<file path="src/design/udlp_pkg.sv">
// ----------------------------------------------------------------------------
// udlp_pkg
// Shared types, codes and byte classes for the dependency list parser.
// ----------------------------------------------------------------------------
package udlp_pkg;

	// default size limits
	localparam int DEF_MAX_TEXT_BYTES = 4096;
	localparam int DEF_MAX_NAME_BYTES = 64;
	localparam int DEF_MAX_ENTRIES    = 256;

	// fixed field widths of a result word
	localparam int NAME_OFF_W = 12;
	localparam int NAME_LEN_W = 7;
	localparam int ENTRY_NUM_W = 8;

	// parse phases
	localparam logic [3:0] PH_IDLE       = 4'd0;
	localparam logic [3:0] PH_OPEN       = 4'd1;
	localparam logic [3:0] PH_ENTRY      = 4'd2;
	localparam logic [3:0] PH_NAME_FIRST = 4'd3;
	localparam logic [3:0] PH_NAME       = 4'd4;
	localparam logic [3:0] PH_DEF_SIGN   = 4'd5;
	localparam logic [3:0] PH_DEF_CLOSE  = 4'd6;
	localparam logic [3:0] PH_AFTER_DEF  = 4'd7;
	localparam logic [3:0] PH_AFTER_COND = 4'd8;

	// result codes
	localparam logic [1:0] PFX_NONE  = 2'd0;
	localparam logic [1:0] PFX_BANG  = 2'd1;
	localparam logic [1:0] PFX_DASH  = 2'd2;
	localparam logic [1:0] DFL_NONE  = 2'd0;
	localparam logic [1:0] DFL_PLUS  = 2'd1;
	localparam logic [1:0] DFL_MINUS = 2'd2;
	localparam logic [1:0] ST_OK     = 2'd0;
	localparam logic [1:0] ST_SYNTAX = 2'd1;
	localparam logic [1:0] ST_SIZE   = 2'd2;

	// bytes of interest
	localparam logic [7:0] CH_NUL    = 8'h00;
	localparam logic [7:0] CH_LBRACK = 8'h5B;
	localparam logic [7:0] CH_RBRACK = 8'h5D;
	localparam logic [7:0] CH_COMMA  = 8'h2C;
	localparam logic [7:0] CH_BANG   = 8'h21;
	localparam logic [7:0] CH_DASH   = 8'h2D;
	localparam logic [7:0] CH_PLUS   = 8'h2B;
	localparam logic [7:0] CH_UNDER  = 8'h5F;
	localparam logic [7:0] CH_AT     = 8'h40;
	localparam logic [7:0] CH_LPAREN = 8'h28;
	localparam logic [7:0] CH_RPAREN = 8'h29;
	localparam logic [7:0] CH_QUEST  = 8'h3F;

	typedef struct packed {
		logic                   entry_valid;
		logic [1:0]             prefix_code;
		logic [1:0]             default_code;
		logic                   conditional;
		logic [NAME_OFF_W-1:0]  name_offset;
		logic [NAME_LEN_W-1:0]  name_length;
		logic [ENTRY_NUM_W-1:0] entry_number;
		logic                   list_done;
		logic [1:0]             status;
	} udlp_res_t;

	function automatic logic is_alnum(input logic [7:0] c);
		return (c >= 8'h30 && c <= 8'h39) || (c >= 8'h41 && c <= 8'h5A) ||
			(c >= 8'h61 && c <= 8'h7A);
	endfunction

	function automatic logic is_name_byte(input logic [7:0] c);
		return is_alnum(c) || c == CH_PLUS || c == CH_UNDER || c == CH_AT ||
			c == CH_DASH;
	endfunction

endpackage

</file>
<file path="src/design/use_dependency_list_parser_core.sv">
// A byte is taken into the input register; its result, if any, is then loaded
// into the result register, which presents it on the output channel.
// One byte per cycle unless a result waits on a full result register, set by
// the combinational parse step between the input register and the result register.
// Reset (arst_n low, asynchronous): parser idle, counters zero, both stages empty.
// ----------------------------------------------------------------------------
// use_dependency_list_parser_core
// Streaming parser for bracketed flag-dependency lists, one byte per word.
// ----------------------------------------------------------------------------
module use_dependency_list_parser_core import udlp_pkg::*; #(
	parameter int MAX_TEXT_BYTES = DEF_MAX_TEXT_BYTES,
	parameter int MAX_NAME_BYTES = DEF_MAX_NAME_BYTES,
	parameter int MAX_ENTRIES    = DEF_MAX_ENTRIES
) (
	input  logic                   clk,
	input  logic                   arst_n,
	input  logic                   item_valid,
	output logic                   item_ready,
	input  logic [7:0]             ch,
	input  logic                   start_req,
	output logic                   res_valid,
	input  logic                   res_ready,
	output logic                   entry_valid,
	output logic [1:0]             prefix_code,
	output logic [1:0]             default_code,
	output logic                   conditional,
	output logic [NAME_OFF_W-1:0]  name_offset,
	output logic [NAME_LEN_W-1:0]  name_length,
	output logic [ENTRY_NUM_W-1:0] entry_number,
	output logic                   list_done,
	output logic [1:0]             status
);

	logic       vld_s1;
	logic [7:0] ch_s1;
	logic       start_s1;
	logic       adv;
	logic       has_res;
	logic       free;
	udlp_res_t  res_d, res_q;

	// a byte with no result never waits on the output side
	assign adv        = vld_s1 && (free || !has_res);
	assign item_ready = !vld_s1 || adv;

	always_ff @(posedge clk or negedge arst_n) begin
		if (!arst_n) begin
			vld_s1 <= 1'b0;
		end else if (item_ready) begin
			vld_s1 <= item_valid;
		end
	end

	always_ff @(posedge clk) begin
		if (item_ready && item_valid) begin
			ch_s1    <= ch;
			start_s1 <= start_req;
		end
	end

	udlp_parse #(
		.MAX_TEXT_BYTES(MAX_TEXT_BYTES),
		.MAX_NAME_BYTES(MAX_NAME_BYTES),
		.MAX_ENTRIES   (MAX_ENTRIES)
	) parse_i (
		.clk      (clk),
		.arst_n   (arst_n),
		.en       (adv),
		.ch       (ch_s1),
		.start_req(start_s1),
		.has_res  (has_res),
		.res      (res_d)
	);

	udlp_obuf obuf_i (
		.clk      (clk),
		.arst_n   (arst_n),
		.load     (adv && has_res),
		.d        (res_d),
		.free     (free),
		.res_valid(res_valid),
		.res_ready(res_ready),
		.q        (res_q)
	);

	assign entry_valid  = res_q.entry_valid;
	assign prefix_code  = res_q.prefix_code;
	assign default_code = res_q.default_code;
	assign conditional  = res_q.conditional;
	assign name_offset  = res_q.name_offset;
	assign name_length  = res_q.name_length;
	assign entry_number = res_q.entry_number;
	assign list_done    = res_q.list_done;
	assign status       = res_q.status;

endmodule

</file>
<file path="src/design/udlp_parse.sv">
// ----------------------------------------------------------------------------
// udlp_parse
// Parse state machine and counters; decides one byte per enabled cycle.
// ----------------------------------------------------------------------------
module udlp_parse import udlp_pkg::*; #(
	parameter int MAX_TEXT_BYTES = DEF_MAX_TEXT_BYTES,
	parameter int MAX_NAME_BYTES = DEF_MAX_NAME_BYTES,
	parameter int MAX_ENTRIES    = DEF_MAX_ENTRIES
) (
	input  logic       clk,
	input  logic       arst_n,
	input  logic       en,
	input  logic [7:0] ch,
	input  logic       start_req,
	output logic       has_res,
	output udlp_res_t  res
);

	localparam int PW = $clog2(MAX_TEXT_BYTES + 1);
	localparam int LW = $clog2(MAX_NAME_BYTES + 1);
	localparam int EW = $clog2(MAX_ENTRIES + 1);

	logic [3:0]    phase_q, phase_d;
	logic [PW-1:0] pos_q, pos_d;
	logic [PW-1:0] off_q, off_d;
	logic [LW-1:0] len_q, len_d;
	logic [EW-1:0] ent_q, ent_d;
	logic [1:0]    pfx_q, pfx_d;
	logic [1:0]    dfl_q, dfl_d;
	logic          cond_q, cond_d;

	logic       err, emit, last;
	logic [1:0] err_code;

	always_comb begin
		phase_d  = phase_q;
		pos_d    = pos_q;
		off_d    = off_q;
		len_d    = len_q;
		ent_d    = ent_q;
		pfx_d    = pfx_q;
		dfl_d    = dfl_q;
		cond_d   = cond_q;
		res      = '0;
		has_res  = 1'b0;
		err      = 1'b0;
		err_code = ST_SYNTAX;
		emit     = 1'b0;
		last     = 1'b0;

		if (start_req) begin
			pos_d  = PW'(1);
			ent_d  = '0;
			off_d  = '0;
			len_d  = '0;
			pfx_d  = PFX_NONE;
			dfl_d  = DFL_NONE;
			cond_d = 1'b0;
			if (ch != CH_LBRACK) begin
				err = 1'b1;
			end else begin
				phase_d = PH_OPEN;
			end
		end else if (phase_q != PH_IDLE) begin
			if (pos_q >= PW'(MAX_TEXT_BYTES)) begin
				err      = 1'b1;
				err_code = ST_SIZE;
			end else begin
				pos_d = pos_q + PW'(1);
				if (ch == CH_NUL) begin
					err = 1'b1;
				end else begin
					unique case (phase_q) inside
						PH_OPEN, PH_ENTRY: begin
							if (ch == CH_RBRACK) begin
								if (phase_q == PH_ENTRY) begin
									err = 1'b1;
								end else begin
									has_res       = 1'b1;
									res.list_done = 1'b1;
									phase_d       = PH_IDLE;
								end
							end else if (ch == CH_BANG || ch == CH_DASH) begin
								pfx_d   = (ch == CH_BANG) ? PFX_BANG : PFX_DASH;
								phase_d = PH_NAME_FIRST;
							end else if (is_alnum(ch)) begin
								off_d   = pos_q;
								len_d   = LW'(1);
								phase_d = PH_NAME;
							end else begin
								err = 1'b1;
							end
						end
						PH_NAME_FIRST: begin
							if (is_alnum(ch)) begin
								off_d   = pos_q;
								len_d   = LW'(1);
								phase_d = PH_NAME;
							end else begin
								err = 1'b1;
							end
						end
						PH_NAME: begin
							if (ch == CH_COMMA || ch == CH_RBRACK) begin
								emit = 1'b1;
								last = (ch == CH_RBRACK);
							end else if (ch == CH_LPAREN) begin
								phase_d = PH_DEF_SIGN;
							end else if (ch == CH_QUEST) begin
								cond_d  = 1'b1;
								phase_d = PH_AFTER_COND;
							end else if (is_name_byte(ch)) begin
								if (len_q >= LW'(MAX_NAME_BYTES)) begin
									err      = 1'b1;
									err_code = ST_SIZE;
								end else begin
									len_d = len_q + LW'(1);
								end
							end else begin
								err = 1'b1;
							end
						end
						PH_DEF_SIGN: begin
							if (ch == CH_PLUS || ch == CH_DASH) begin
								dfl_d   = (ch == CH_PLUS) ? DFL_PLUS : DFL_MINUS;
								phase_d = PH_DEF_CLOSE;
							end else begin
								err = 1'b1;
							end
						end
						PH_DEF_CLOSE: begin
							if (ch == CH_RPAREN) begin
								phase_d = PH_AFTER_DEF;
							end else begin
								err = 1'b1;
							end
						end
						PH_AFTER_DEF: begin
							if (ch == CH_QUEST) begin
								cond_d  = 1'b1;
								phase_d = PH_AFTER_COND;
							end else if (ch == CH_COMMA || ch == CH_RBRACK) begin
								emit = 1'b1;
								last = (ch == CH_RBRACK);
							end else begin
								err = 1'b1;
							end
						end
						PH_AFTER_COND: begin
							if (ch == CH_COMMA || ch == CH_RBRACK) begin
								emit = 1'b1;
								last = (ch == CH_RBRACK);
							end else begin
								err = 1'b1;
							end
						end
						default: begin
							err = 1'b1;
						end
					endcase
				end
			end
		end

		if (emit) begin
			if (ent_q >= EW'(MAX_ENTRIES)) begin
				err      = 1'b1;
				err_code = ST_SIZE;
			end else begin
				has_res          = 1'b1;
				res.entry_valid  = 1'b1;
				res.prefix_code  = pfx_q;
				res.default_code = dfl_q;
				res.conditional  = cond_q;
				res.name_offset  = NAME_OFF_W'(off_q);
				res.name_length  = NAME_LEN_W'(len_q);
				res.entry_number = ENTRY_NUM_W'(ent_q);
				res.list_done    = last;
				ent_d            = ent_q + EW'(1);
				off_d            = '0;
				len_d            = '0;
				pfx_d            = PFX_NONE;
				dfl_d            = DFL_NONE;
				cond_d           = 1'b0;
				phase_d          = last ? PH_IDLE : PH_ENTRY;
			end
		end

		// any error ends the list with a bare status word
		if (err) begin
			res           = '0;
			res.list_done = 1'b1;
			res.status    = err_code;
			has_res       = 1'b1;
			phase_d       = PH_IDLE;
		end
	end

	always_ff @(posedge clk or negedge arst_n) begin
		if (!arst_n) begin
			phase_q <= PH_IDLE;
			pos_q   <= '0;
			off_q   <= '0;
			len_q   <= '0;
			ent_q   <= '0;
			pfx_q   <= PFX_NONE;
			dfl_q   <= DFL_NONE;
			cond_q  <= 1'b0;
		end else if (en) begin
			phase_q <= phase_d;
			pos_q   <= pos_d;
			off_q   <= off_d;
			len_q   <= len_d;
			ent_q   <= ent_d;
			pfx_q   <= pfx_d;
			dfl_q   <= dfl_d;
			cond_q  <= cond_d;
		end
	end

endmodule

</file>
<file path="src/design/udlp_obuf.sv">
// ----------------------------------------------------------------------------
// udlp_obuf
// Result register on the output channel.
// ----------------------------------------------------------------------------
module udlp_obuf import udlp_pkg::*; (
	input  logic      clk,
	input  logic      arst_n,
	input  logic      load,
	input  udlp_res_t d,
	output logic      free,
	output logic      res_valid,
	input  logic      res_ready,
	output udlp_res_t q
);

	logic      vld_q;
	udlp_res_t data_q;

	// register can take a new word if empty or being drained this cycle
	assign free      = !vld_q || res_ready;
	assign res_valid = vld_q;
	assign q         = data_q;

	always_ff @(posedge clk or negedge arst_n) begin
		if (!arst_n) begin
			vld_q <= 1'b0;
		end else if (load) begin
			vld_q <= 1'b1;
		end else if (res_ready) begin
			vld_q <= 1'b0;
		end
	end

	always_ff @(posedge clk) begin
		if (load) begin
			data_q <= d;
		end
	end

endmodule

</file>
<file path="config.mk">
export PLATFORM = sky130hd
export DESIGN_NAME = use_dependency_list_parser_core
export DESIGN_NICKNAME = d
export VERILOG_FILES = /design/src/design/udlp_pkg.sv /design/src/design/use_dependency_list_parser_core.sv /design/src/design/udlp_parse.sv /design/src/design/udlp_obuf.sv
export SDC_FILE = /design/constraint.sdc
export NUM_CORES = 1
export LEC_CHECK = 0
export BUFFER_PORTS_ARGS = -buffer_cell sky130_fd_sc_hd__buf_2
export CAP_MARGIN = 20
export CORE_ASPECT_RATIO = 0.5
export CORE_MARGIN = 2
export CORE_UTILIZATION = 43
export CTS_CLUSTER_DIAMETER = 100
export CTS_CLUSTER_SIZE = 30
export DETAILED_ROUTE_END_ITERATION = 6
export MAX_ROUTING_LAYER = met4
export PLACE_DENSITY_LB_ADDON = 0.3
export SYNTH_ARGS = -nofsm -noshare
export SYNTH_HDL_FRONTEND = slang
export SYNTH_SLANG_ARGS = --single-unit
</file>
<file path="constraint.sdc">
create_clock -name clk -period 4.76 [get_ports clk]
set_input_delay 0.238 -clock clk [delete_from_list [all_inputs] [get_ports clk]]
set_output_delay 0.238 -clock clk [all_outputs]
set_load 0.05 [all_outputs]
</file>
==> results of run 1 <==
==> layout make-up <==
| class | count | area [µm²] |
|---|---|---|
| timing repair buffer | 60 | 338 |
| sequential | 97 | 2650 |
| fill | 1086 | 5880 |
| clock inverter | 7 | 95.1 |
| inverter | 29 | 109 |
| clock buffer | 9 | 225 |
| multi-input combinational | 368 | 2400 |
| tap | 165 | 206 |
==> how the worst min path moves through the flow <==
stage,startpoint,endpoint,cells after the start
finish,arst_n,parse_i.pfx_q[0],2
floorplan,arst_n,obuf_i.res_valid,0
global route,ch[3],ch_s1[3],1
CTS,arst_n,parse_i.dfl_q[0],2
global placement,arst_n,parse_i.pfx_q[1],2
detailed placement,arst_n,parse_i.pfx_q[0],2
==> layout by cell type, fill, tap and decap left out, drive strengths merged, types with 9 or more instances in the layout <==
cell type  netlist  final
buf              5     60
dfrtp           52     52
edfxtp          45     45
and2            36     36
nand2           35     35
inv             28     32
nor2            30     30
o21ai           23     23
nand3           22     22
and3            19     19
a21oi           19     19
nor3            18     18
nand4           14     14
a22o            12     12
clkbuf          27      9
==> cell families after synthesis <==
family                     count (synthesis)  share of synthesized area [%]
buffers and inverters                     61                           4.50
muxes                                      1                          0.189
AOI/OAI and AO/OA                        130                           18.5
DFF                                       97                           50.2
xor gates and xnor gates                   8                           1.33
adders and majority gates                  6                           1.42
and+or+nand+nor                          223                           23.9
==> flip-flops by register name, summed over array words and instances, names as in the netlist <==
signal / count
ch_s1: 8
parse_i.pos_q: 13
vld_s1: 1
parse_i.phase_q: 4
obuf_i.res_valid: 1
parse_i.pfx_q: 2
parse_i.off_q: 12
obuf_i.q: 36
parse_i.dfl_q: 2
start_s1: 1
parse_i.cond_q: 1
parse_i.len_q: 7
parse_i.ent_q: 9
==> metrics by stage <==
step                utilization, %  area [µm²]  setup slack [ps]  hold WS (ps)  std cells
finish                        50.6        6030              1090         0.824        735
global route                  50.6        6030               783          43.9        735
CTS                           50.6        6030              1150          33.7        735
detailed placement            47.9        5710              1190           415        719
global placement              47.9        5710              1200           410        719
floorplan                        -        5280               468         -57.6        526
==> power breakdown <==
part | total, mW | switching (mW) | internal (mW)
Combinational | 1.01 | 0.702 | 0.313
Clock | 0.779 | 0.355 | 0.424
Sequential | 1.17 | 0.145 | 1.02
==> layer usage <==
metal / global-route usage [%] / vias to the layer above / routed length, µm
met5: - / - / 0
met4: 7.50 / 0 / 239
met3: 4.25 / 30 / 1020
met2: 31.4 / 210 / 5630
met1: 29.2 / 2146 / 6340
li1: - / 2065 / -
==> results.py, run 1 <==
metrics = {
    "setup_path": {
        "crit_top_cell": "buf_4",
        "cp_cell_sequence": "or4b_4 -> a2111oi_4 -> o31ai_1 -> a21oi_2 -> nand4_2 -> o21a_1 -> buf_4 -> nor2_1 -> buf_4 -> mux2i_1",
        "crit_buf_inv": 2,
        "cp.required_ps": 5040,
        "reg2reg_to": "parse_i.phase_q[2]",
        "cp.depth": 10,
        "arrival_ps": 3950,
        "slowest_delay_ps": 610,
        "cp-startpoint": "ch_s1[0]",
        "reg2reg_from": "ch_s1[0]",
        "reg2reg_slack_ps": 1090,
        "critPathKind": "reg2reg",
        "crit_end": "parse_i.phase_q[2]",
        "reg2reg_depth": 10,
        "worst_setup_path_end_kind": "register",
        "cp_top_family": "compound AO/OA/AOI/OAI gates",
        "cp_max_fo": 14,
        "crit_slowest_cell": "a2111oi_4",
        "startpoint_type": "register",
    },
    "flow_run": {
        "max_cap_viol_count": 0,
    },
    "sta": {
        "skew_ps": 7.59,
        "worst_pin_slew_ps": 790,
        "hold_viol": 0,
        "fmax_ghz": 0.273,
        "setup_viol": 0,
        "final-max-slew-violation-count": 0,
        "layout_min_cycle_time_ps": 3670,
        "rsz0062_at_grt": "no",
        "timing.final.crit_share_pct": 77.0,
        "tns_ps": 0,
        "slew_headroom_pct": 47.1,
    },
    "yosys": {
        "synth_common_cells": "52 x dfrtp_1, 45 x edfxtp_1, 36 x and2_1",
        "synth_most_common_cell": "dfrtp_1",
        "ys.warnings.count": 0,
        "postSynthAreaPerCell_um2": 10.0,
        "synthFlopType": "dfrtp_1",
        "yosysTopAreaCell": "edfxtp_1",
        "syn-num-nets": 545,
        "synth_edf_count": 45,
        "synth_cell_types": 74,
        "syn_inst": 526,
        "synthTopCellsByArea": "edfxtp_1 26%, dfrtp_1 25%, and2_1 4.3%",
        "syn-cell-area_um2": 5280,
        "synth-async-reset-ratio_pct": 53.6,
        "synth-seq-cells": 97,
        "yosysTopAreaCellShare_pct": 25.6,
        "seq_area_frac_synth_pct": 50.2,
    },
    "die": {
        "die_y_um": 82.4,
        "coreArea_um2": 11900,
        "start_util_pct": 44.3,
        "pin_count": 51,
        "dieWidth_um": 161,
        "row_count": 28,
        "die_area_um2": 13200,
    },
    "min_path": {
        "holdCritPathClass": "in2async",
    },
    "clock_network": {
        "numCtsBuffers": 9,
        "cts_tree": "yes",
        "clk_path_buf_depth": 2,
        "clock_latency_ps": 350,
        "htreeDepth": 3,
        "cts_setup_buffers": 0,
        "ctsResizeCount": 0,
        "cts_root_buf": "clkbuf_16",
        "cts_sinks": 97,
        "clkTransAtPathRegs_ps": 80,
        "cts.hold.buffers_added": 0,
    },
    "global_route": {
        "antenna_found_initial": 0,
        "grt_start_max_net_pins": 53,
        "grt_first_pass_wirelength_um": 20900,
        "gr-usage-all-layers_pct": 21.2,
        "grt_pass1_vias": 3898,
        "overflow": 0,
    },
    "power": {
        "p_total_mw": 2.96,
        "ir_worst_vdd_mv": 0.201,
        "power_density_nw_per_um2": 491,
        "leakage_nw": 2.47,
    },
    "route": {
        "wirelength_um": 13200,
        "drt-initial-drc-count": 400,
        "antenna_left": 0,
        "firstDrtPassIters": 5,
        "vias": 4451,
        "drc_errors": 0,
        "vias_per_cell": 6.06,
        "routedWlPerCell_um": 18.0,
    },
    "placement": {
        "dp_hpwl_um": 9240,
        "place_congestion": 1.03,
        "port_buffers": 50,
    },
    "layout": {
        "nets": 584,
        "area_growth_syn_to_layout_pct": 14.1,
        "num_antenna_cells": 0,
        "drive_gt1_share_pct": 17.0,
    },
    "run_status": {
        "status": "completed",
    },
}
Power figures use the tool's default switching activity.
==> run 2: changes to the inputs <==
==> constraint.sdc (replaced) <==
create_clock -name clk -period 3.61 [get_ports clk]
set_input_delay 0.1805 -clock clk [delete_from_list [all_inputs] [get_ports clk]]
set_output_delay 0.1805 -clock clk [all_outputs]
set_load 0.05 [all_outputs]
==> run 2 against run 1 <==
Net effect: first-iteration DRC count up 5.0%; clock-buffer cell count stayed put; die area stayed put; cell area increased by 2.6%; combinational power increased by 45%; clock skew rose by 0.99 ps; sequential power grew 30%; critical path type unchanged; critical endpoint is now obuf_i.q[7].
==> results.py, run 2 (synthesis gave the netlist of run 1 again) <==
metrics = {
    "layout": {
        "instances_no_fill": 760,
        "num_antenna_cells": 0,
        "drive_gt1_share_pct": 20.0,
        "final_cell_mix": "52 x dfrtp_1, 50 x buf_2, 45 x edfxtp_1",
        "area_growth_syn_to_layout_pct": 17.1,
        "nets": 609,
        "largest_register_ffs": 36,
        "fillers": 1077,
        "final_common_cell": "dfrtp_1",
    },
    "setup_path": {
        "cp.required_ps": 3600,
        "cp_max_fo": 18,
        "critPathKind": "reg2reg",
        "startpoint_type": "register",
        "cp_top_family": "simple AND/OR/NAND/NOR gates",
        "reg2reg_from": "ch_s1[0]",
        "reg2reg_slack_ps": 410,
        "slowest_delay_ps": 610,
        "crit_slowest_cell": "nor2_4",
        "reg2reg_depth": 8,
        "arrival_ps": 3190,
        "crit_end": "obuf_i.q[7]",
        "cp.depth": 8,
        "reg2reg_to": "obuf_i.q[7]",
        "cp_cell_sequence": "or4b_4 -> a2111oi_4 -> o31ai_1 -> a21oi_2 -> nand4_2 -> o21ai_2 -> nand2_1 -> nor2_4",
        "crit_buf_inv": 0,
        "cp-startpoint": "ch_s1[0]",
        "worst_setup_path_end_kind": "register",
    },
    "die": {
        "pin_count": 51,
        "die_y_um": 82.4,
        "dieWidth_um": 161,
        "coreArea_um2": 11900,
        "start_util_pct": 44.3,
        "die_area_um2": 13200,
        "row_count": 28,
    },
    "sta": {
        "slew_headroom_pct": 40.6,
        "rsz0062_at_grt": "no",
        "layout_min_cycle_time_ps": 3200,
        "fmax_ghz": 0.313,
        "tns_ps": 0,
        "timing.final.crit_share_pct": 88.6,
        "setup_viol": 0,
        "worst_pin_slew_ps": 892,
        "postLayoutSetupSlackWorst_ps": 412,
        "hold_viol": 0,
        "final-max-slew-violation-count": 0,
        "skew_ps": 8.58,
    },
    "power": {
        "comb_power_share_pct": 37.2,
        "leakage_nw": 2.56,
        "p_total_mw": 3.92,
        "power_frac_clock_pct": 24.0,
        "power_density_nw_per_um2": 634,
        "p_int_mw": 2.32,
        "ir_worst_vdd_mv": 0.267,
        "seqPwrFrac_pct": 38.9,
        "swShare_pct": 40.9,
        "switchingPower_mw": 1.60,
    },
    "placement": {
        "dp.cells": 740,
        "dp_hpwl_um": 9570,
        "place_congestion": 0.998,
        "port_buffers": 50,
        "dp_slack_ps": 189,
    },
    "global_route": {
        "gr-usage-all-layers_pct": 22.4,
        "grt_start_max_net_pins": 37,
        "grt_pass1_vias": 4084,
        "grt_first_pass_wirelength_um": 22100,
        "antenna_found_initial": 0,
        "overflow": 0,
    },
    "route": {
        "antenna_left": 0,
        "wirelength_um": 13900,
        "vias": 4426,
        "firstDrtPassIters": 6,
        "drc_errors": 0,
        "routedWlPerCell_um": 18.3,
        "vias_per_cell": 5.82,
        "drt-initial-drc-count": 420,
    },
    "clock_network": {
        "clock_latency_ps": 350,
        "cts_sinks": 97,
        "numCtsBuffers": 9,
        "clkTransAtPathRegs_ps": 70,
        "clk_path_buf_depth": 2,
        "cts_tree": "yes",
        "cts_root_buf": "clkbuf_16",
        "htreeDepth": 3,
        "cts_setup_buffers": 0,
    },
    "run_status": {
        "status": "completed",
    },
    "flow_run": {
        "max_cap_viol_count": 0,
    },
    "min_path": {
        "holdCritPathClass": "in2reg",
        "holdCritStartpoint": "ch[1]",
    },
}
run 2: stage by stage:
step                hold WS [ps]  instance area, µm²  util (%)
floorplan                   -115                5290         -
global placement             234                5850      49.1
detailed placement           238                5850      49.1
CTS                         1.60                6150      51.6
global route                2.55                6180      51.9
finish                      5.58                6180      51.9
run 2: what timing repair did:
item | in CTS | in global routing
setup endpoints to repair | 0 | 36
gates resized for setup | 0 | 3
hold endpoints to repair | 22 | 2
hold buffers | 1 | 2
run 2: layout make-up:
type | instances | area, µm² | share of cell area, %
Timing Repair Buffer | 84 | 513 | 8.30
Sequential cell | 97 | 2650 | 42.9
Multi-Input combinational cell | 369 | 2420 | 39.1
Tap cell | 165 | 206 | 3.34
Clock inverter | 7 | 60.1 | 0.971
Clock buffer | 9 | 225 | 3.64
Inverter | 29 | 109 | 1.76
run 2: power by group through the flow:
| stage | sequential [mW] | clock (mW) | combinational, mW |
|---|---|---|---|
| CTS | 1.52 | 0.956 | 1.42 |
| global route | 1.55 | 1.00 | 1.57 |
| global placement | 1.54 | 0 | 1.41 |
| finish | 1.52 | 0.940 | 1.46 |
| floorplan | 1.72 | 0 | 0.777 |
| detailed placement | 1.54 | 0 | 1.41 |
run 2: worst min-delay path by stage:
stage / endpoint / cells after the start
2_1_floorplan: obuf_i.res_valid / 0
4_1_cts: ch_s1[1] / 1
5_1_grt: ch_s1[1] / 1
3_5_place_dp: parse_i.pfx_q[0] / 1
6_report: ch_s1[1] / 1
3_3_place_gp: parse_i.dfl_q[1] / 1
run 2: metal layers:
metal  up-vias  global-route usage (%)  share of wire [%]  wire (µm)
met5         -                       -                  0          0
met4         0                    6.16                1.6        217
met3        24                    4.65                8.0       1120
met2       194                    33.1                 42       5860
met1      2113                    31.4                 48       6740
li1       2095                       -                  -          -
